<file path="src/design/assert_macros.svh">
// Assertion macros shared by the recognizer RTL.
`ifndef ASSERT_MACROS_SVH
`define ASSERT_MACROS_SVH

// Condition that must hold at every clock edge out of reset.
`define PDR_ASSERT(lbl, cond) \
	lbl: assert property (@(posedge clk) disable iff (!arst_n) (cond)) \
		else $error("pdr assertion failed");

// Implication checked at every clock edge out of reset.
`define PDR_ASSERT_IMP(lbl, ante, cons) \
	lbl: assert property (@(posedge clk) disable iff (!arst_n) (ante) |-> (cons)) \
		else $error("pdr assertion failed");

`endif

</file>
<file path="src/design/pdr_pkg.sv">
// Package with constants, codes and types of the pushdown recognizer.
`timescale 1ns / 1ps
package pdr_pkg;
	localparam int STACK_DEPTH = 64;
	localparam int STATE_BITS  = 4;
	localparam int SYMBOL_BITS = 4;
	localparam int SP_W   = $clog2(STACK_DEPTH + 1);
	localparam int SA_W   = $clog2(STACK_DEPTH);
	localparam int CI_W   = STATE_BITS + SYMBOL_BITS;
	localparam int KEY_W  = CI_W + SYMBOL_BITS;
	localparam int CNT_W  = $clog2((2 ** SYMBOL_BITS) + 1);
	localparam int NSTATES = 2 ** STATE_BITS;

	localparam logic [2:0] MODE_WRITE  = 3'd0;
	localparam logic [2:0] MODE_DELETE = 3'd1;
	localparam logic [2:0] MODE_START  = 3'd2;
	localparam logic [2:0] MODE_SYMBOL = 3'd3;
	localparam logic [2:0] MODE_END    = 3'd4;
	localparam logic [2:0] MODE_CLEAR  = 3'd5;

	localparam logic [1:0] EV_CHECK = 2'd0;
	localparam logic [1:0] EV_POP   = 2'd1;

	localparam logic [3:0] ST_OK          = 4'd0;
	localparam logic [3:0] ST_ACCEPTED    = 4'd1;
	localparam logic [3:0] ST_NORULE_SYM  = 4'd2;
	localparam logic [3:0] ST_NORULE_TOP  = 4'd3;
	localparam logic [3:0] ST_MISMATCH    = 4'd4;
	localparam logic [3:0] ST_POP_EMPTY   = 4'd5;
	localparam logic [3:0] ST_OVERFLOW    = 4'd6;
	localparam logic [3:0] ST_NO_HALT     = 4'd7;
	localparam logic [3:0] ST_WRITTEN     = 4'd8;
	localparam logic [3:0] ST_EXISTS      = 4'd9;
	localparam logic [3:0] ST_DELETED     = 4'd10;
	localparam logic [3:0] ST_ABSENT      = 4'd11;

	localparam logic [2:0] REG_START_STATE = 3'd0;
	localparam logic [2:0] REG_FINAL_MASK  = 3'd1;
	localparam logic [2:0] REG_BOTTOM_SYM  = 3'd2;
	localparam logic [2:0] REG_END_SYM     = 3'd3;
	localparam logic [2:0] REG_STEP_LIMIT  = 3'd4;

	typedef struct packed {
		logic                   valid;
		logic [STATE_BITS-1:0]  next;
		logic [1:0]             kind;
		logic [SYMBOL_BITS-1:0] first;
		logic [SYMBOL_BITS-1:0] second;
	} entry_t;

	localparam int ENTRY_W = $bits(entry_t);

	typedef struct packed {
		logic [2:0]             mode;
		logic [STATE_BITS-1:0]  rule_state;
		logic [SYMBOL_BITS-1:0] symbol;
		logic [SYMBOL_BITS-1:0] rule_stack_symbol;
		logic [STATE_BITS-1:0]  rule_next_state;
		logic [1:0]             event_kind;
		logic [SYMBOL_BITS-1:0] event_first;
		logic [SYMBOL_BITS-1:0] event_second;
	} item_t;

	typedef struct packed {
		logic [3:0]             status;
		logic [STATE_BITS-1:0]  current_state;
		logic [SYMBOL_BITS-1:0] stack_top;
		logic [SP_W-1:0]        stack_depth;
	} result_t;

	typedef struct packed {
		logic [STATE_BITS-1:0]  start_state;
		logic [NSTATES-1:0]     final_mask;
		logic [SYMBOL_BITS-1:0] bottom_symbol;
		logic [SYMBOL_BITS-1:0] end_symbol;
		logic [7:0]             end_step_limit;
	} cfg_t;

	typedef struct packed {
		logic load;
		logic start;
		logic rule_upd;
		logic move_apply;
		logic pop_load;
		logic end_init;
		logic end_check;
		logic step_inc;
		logic clr_run;
		logic capture;
	} cmd_t;

	typedef struct packed {
		logic [2:0] mode;
		logic       halted;
		logic       move_fail;
		logic       move_pop_ld;
		logic       is_final;
		logic       limit_hit;
		logic       clr_last;
	} sts_t;
endpackage

</file>
<file path="src/design/pdr_controller.sv">
// Controller state machine that sequences the recognizer datapath.
`timescale 1ns / 1ps
module pdr_controller (
	input  logic          clk,
	input  logic          arst_n,
	input  logic          in_valid,
	output logic          in_ready,
	output logic          out_valid,
	input  logic          out_ready,
	input  pdr_pkg::sts_t sts,
	output pdr_pkg::cmd_t cmd
);
	import pdr_pkg::*;

	typedef enum logic [3:0] {
		S_CLEAR, S_IDLE, S_DISP, S_RULE_WR, S_MV_RD, S_MV_EV, S_POP_LD,
		S_END_CHK, S_FIN
	} state_t;

	state_t state_q;
	logic   clr_reply_q;
	logic   out_valid_q;

	always_comb begin
		cmd            = '0;
		cmd.load       = in_valid && (state_q == S_IDLE);
		cmd.start      = (state_q == S_DISP) && (sts.mode == MODE_START);
		cmd.end_init   = (state_q == S_DISP) && (sts.mode == MODE_END);
		cmd.rule_upd   = (state_q == S_RULE_WR);
		cmd.move_apply = (state_q == S_MV_EV);
		cmd.step_inc   = (state_q == S_MV_EV) && !sts.move_fail && (sts.mode == MODE_END);
		cmd.pop_load   = (state_q == S_POP_LD);
		cmd.end_check  = (state_q == S_END_CHK);
		cmd.clr_run    = (state_q == S_CLEAR);
		cmd.capture    = (state_q == S_FIN) && (!out_valid_q || out_ready);
	end

	assign in_ready  = (state_q == S_IDLE);
	assign out_valid = out_valid_q;

	always_ff @(posedge clk or negedge arst_n) begin
		if (!arst_n) begin
			state_q     <= S_CLEAR;
			clr_reply_q <= 1'b0;
			out_valid_q <= 1'b0;
		end else begin
			if (cmd.capture) begin
				out_valid_q <= 1'b1;
			end else if (out_ready) begin
				out_valid_q <= 1'b0;
			end
			unique case (state_q)
				S_CLEAR: begin
					if (sts.clr_last) begin
						state_q <= clr_reply_q ? S_FIN : S_IDLE;
					end
				end
				S_IDLE: begin
					if (in_valid) begin
						state_q <= S_DISP;
					end
				end
				S_DISP: begin
					unique case (sts.mode) inside
						MODE_WRITE, MODE_DELETE: state_q <= S_RULE_WR;
						MODE_SYMBOL: state_q <= sts.halted ? S_FIN : S_MV_EV;
						MODE_END: state_q <= sts.halted ? S_FIN : S_END_CHK;
						MODE_CLEAR: begin
							clr_reply_q <= 1'b1;
							state_q     <= S_CLEAR;
						end
						default: state_q <= S_FIN;
					endcase
				end
				S_RULE_WR: state_q <= S_FIN;
				S_MV_RD: state_q <= S_MV_EV;
				S_MV_EV: begin
					if (sts.move_fail) begin
						state_q <= S_FIN;
					end else if (sts.move_pop_ld) begin
						state_q <= S_POP_LD;
					end else begin
						state_q <= (sts.mode == MODE_END) ? S_END_CHK : S_FIN;
					end
				end
				S_POP_LD: state_q <= (sts.mode == MODE_END) ? S_END_CHK : S_FIN;
				S_END_CHK: state_q <= (sts.is_final || sts.limit_hit) ? S_FIN : S_MV_RD;
				S_FIN: begin
					if (cmd.capture) begin
						clr_reply_q <= 1'b0;
						state_q     <= S_IDLE;
					end
				end
				default: state_q <= S_IDLE;
			endcase
		end
	end
endmodule

</file>
<file path="config.mk">
export PLATFORM = sky130hd
export DESIGN_NAME = pdr_controller
export DESIGN_NICKNAME = d
export VERILOG_FILES = /design/src/design/assert_macros.svh /design/src/design/pdr_pkg.sv /design/src/design/pdr_controller.sv
export SDC_FILE = /design/constraint.sdc
export NUM_CORES = 1
export LEC_CHECK = 0
export BUFFER_PORTS_ARGS = -buffer_cell sky130_fd_sc_hd__buf_2
export CAP_MARGIN = 40
export CORE_MARGIN = 2
export CORE_UTILIZATION = 25
export CTS_CLUSTER_DIAMETER = 40
export DETAILED_ROUTE_END_ITERATION = 10
export GPL_ROUTABILITY_DRIVEN = 0
export PLACE_DENSITY = 0.52
export SKIP_LAST_GASP = 1
export SLEW_MARGIN = 20
export SYNTH_ARGS = -nofsm -noshare
export SYNTH_HDL_FRONTEND = slang
export SYNTH_SLANG_ARGS = --single-unit
</file>
<file path="constraint.sdc">
create_clock -name clk -period 2.55 [get_ports clk]
set_input_delay 0.51 -clock clk [delete_from_list [all_inputs] [get_ports clk]]
set_output_delay 0.51 -clock clk [all_outputs]
set_load 0.05 [all_outputs]
</file>
==> summary.md <==
| Metric | Value |
|---|---|
| Post-cts resize count | 0 |
| Final min period | 2254 ps |
| Required @ worst endpoint | 2040 ps |
| DR WL/cell | 12.08 um |
| CTS Root Cell | clkbuf_4 |
| Leak | 0.3639 nW |
| Seq pwr share | 22.9% |
| Total grt overflow | 0 |
| Fmax | 443.7 MHz |
| Slew @ Worst Pin | 331.5 ps |
| Post-CTS Hold Fix Bufs | 0 |
| Slew HR | 77.90% |
| Number of I/O pins | 25 |
| Layout net count | 115 |
| Area leader, netlist | dfrtp_1 |
| Post-synth top flop | dfrtp_1 |
| R2r worst-path depth | 5 |
| Largest cells by area after synthesis | dfrtp_1 27%, nor2_1 8.8%, nand2_1 4.7% |
| Die width | 51.14 um |
| Initial Utilization | 25.86% |
| H-tree levels | 1 |
| Total track usage | 13.29% |
| Mapped Cells | 76 |
| Sequential area share after synthesis | 27.03% |
| Critical path destination | cmd[0] |
| FF-to-FF End | state_q[0] |
| CP Max Fanout | 7 |
| Die H | 51.14 um |
| Startpoint types | flop |
| Iteration-0 DRC Markers | 10 |
| Layout fillers | 235 |
| Num CTS Buffers | 3 |
| Syn avg cell area | 7.310 um2 |
| Final Hold Viols | 0 |
| Synthesized Nets | 89 |
| Crit path capture type | output port |
| Crit path launch | state_q[0] |
| DP Worst Slack | 491.6 ps |
| Clock tree buffer depth | 2 |
| Comb pwr share | 64.6% |
| Status | finished, final reports clean |
| RSZ-0062 raised after global routing | no |
| Remaining DRCs | 0 |
| Vias in the first global route | 619 |
| Critical Path AT | 1740 ps |
| Post-Route WL | 1.546 mm |
| Worst Clk Skew | 3.755 ps |
| Vias per inst | 5.086 |
| Mapped Area | 555.5 um2 |
| Core Area | 2148 um2 |
| Number of antenna violations at the first check in global routing | 0 |
| Yosys reg bits | 6 |
| Cell with the most instances after synthesis | nor2_1 |
| Post-CTS setup buffers | 0 |
| CP Class | flop to output port |
| Internal | 0.3359 mW |
| CTS tree | done |
| ANT cells | 0 |
| Post-synth ARST share | 100.0% |
| Clk slew on worst S/H paths | 50 ps |
| Reg2Reg Setup Slack | 950 ps |
| Largest net degree at the start of global routing | 11 |
| Clk pwr share | 12.5% |
| Port Buffers | 24 |
| Post-synth cell types | 33 |
| Vias | 651 |
| Pwr dens | 1007 nW/um2 |
| HP Class | primary input to asynchronous set/reset pin |
| Switching Share | 53.87% |
| Final core occ | 33.66% |
| Share of the synthesized area in the top cell type | 27.03% |
| Final Setup Violations | 0 |
| Post-route ant nets | 0 |
| Setup_tns | 0 ps |
| Row cnt | 17 |
| Max-slew violations | 0 |
| NetSw | 0.3923 mW |
| Initial DRT Pass Iterations | 4 |
| Synth warn | 0 |
| Worst setup margin | 296.4 ps |
| Maximum vdd drop | 0.3722 mV |
| Most frequent cells after synthesis | 13 x nor2_1, 7 x nand2_1, 6 x dfrtp_1 |
| CTS sink cnt | 6 |
| Layout area overhead | 30.18% |
| Post-synth EDFFs | 0 |
| Tcrit/Tclk final | 88.37% |
| R2r startpoint | state_q[3] |
| HPWL after DPL | 1.226 mm |
| Die area | 2615 um2 |
| Max Cap Viol | 0 |
| Fraction of layout instances using a drive strength above 1 | 36.00% |
| Clock Latency Late Sink | 250 ps |
| First-pass GRT wire length | 2.594 mm |
[stage by stage]
step	area (um2)	power (mW)	instances	hold WS (ps)
5_1_grt	723.2	0.7782	128	78.29
4_1_cts	723.2	0.7333	128	63.81
3_3_place_gp	700.7	0.6427	125	337.0
2_1_floorplan	566.8	0.5319	76	214.4
6_report	723.2	0.7282	128	74.77
3_5_place_dp	700.7	0.6363	125	338.9
[kinds of logic after synthesis]
group	synth area share (%)
simple gates	34.46
compound gates	30.63
buf+inv	7.881
flops	27.03
[worst min-delay path by stage]
stage | start | endpoint | slack, ps | depth (start not counted)
global placement | arst_n | out_valid | 340 | 1
global route | arst_n | clr_reply_q | 80 | 1
detailed placement | arst_n | out_valid | 340 | 1
CTS | arst_n | state_q[0] | 60 | 1
finish | arst_n | clr_reply_q | 70 | 1
floorplan | arst_n | clr_reply_q | 210 | 0
[metal layers]
layer | global-route usage (%) | up-vias | wire (um)
met2 | 21.21 | 20 | 738
met4 | 9.910 | 0 | 53
met1 | 15.62 | 302 | 673
li1 | - | 323 | -
met5 | 0 | - | 0
met3 | 2.632 | 6 | 82
[placed cells by master (no fill, tap or decap), drive strengths merged, types with 2 or more instances in the layout]
cell type,n
nand2,7
and2b,2
a21oi,6
buf,25
nand2b,3
nor2,14
dfrtp,6
nor3,4
o21ai,5
clkbuf,3
o32ai,2
inv,4
and2,2
[cell type report]
class	count	area [um2]	area share, %
clock buffers	3	22.52	3.114
inverters	4	15.01	2.076
flip-flops and latches	6	150.1	20.76
repair buffers	25	127.6	17.65
well taps	28	35.03	4.844
multi-input cells	62	372.9	51.56
[power groups by stage]
stage               Clock [mW]  Combinational, mW  Sequential, mW
finish                  0.0909              0.471           0.167
global route            0.0991              0.506           0.173
detailed placement           0              0.469           0.167
CTS                     0.0958              0.471           0.166
floorplan                    0              0.360           0.172
global placement             0              0.473           0.170
[worst max-delay path, stage by stage (launching register included)]
cell and delay, ps:
dfrtp_1 440, or2_2 340, nor2_1 170, nand2_1 110
nor2_1 150, buf_2 290
[sequential cells by signal (all words and copies together), names as in the netlist]
name	flops
state_q	4
clr_reply_q	1
out_valid	1
Note: power is estimated with default switching activity, not from simulation.
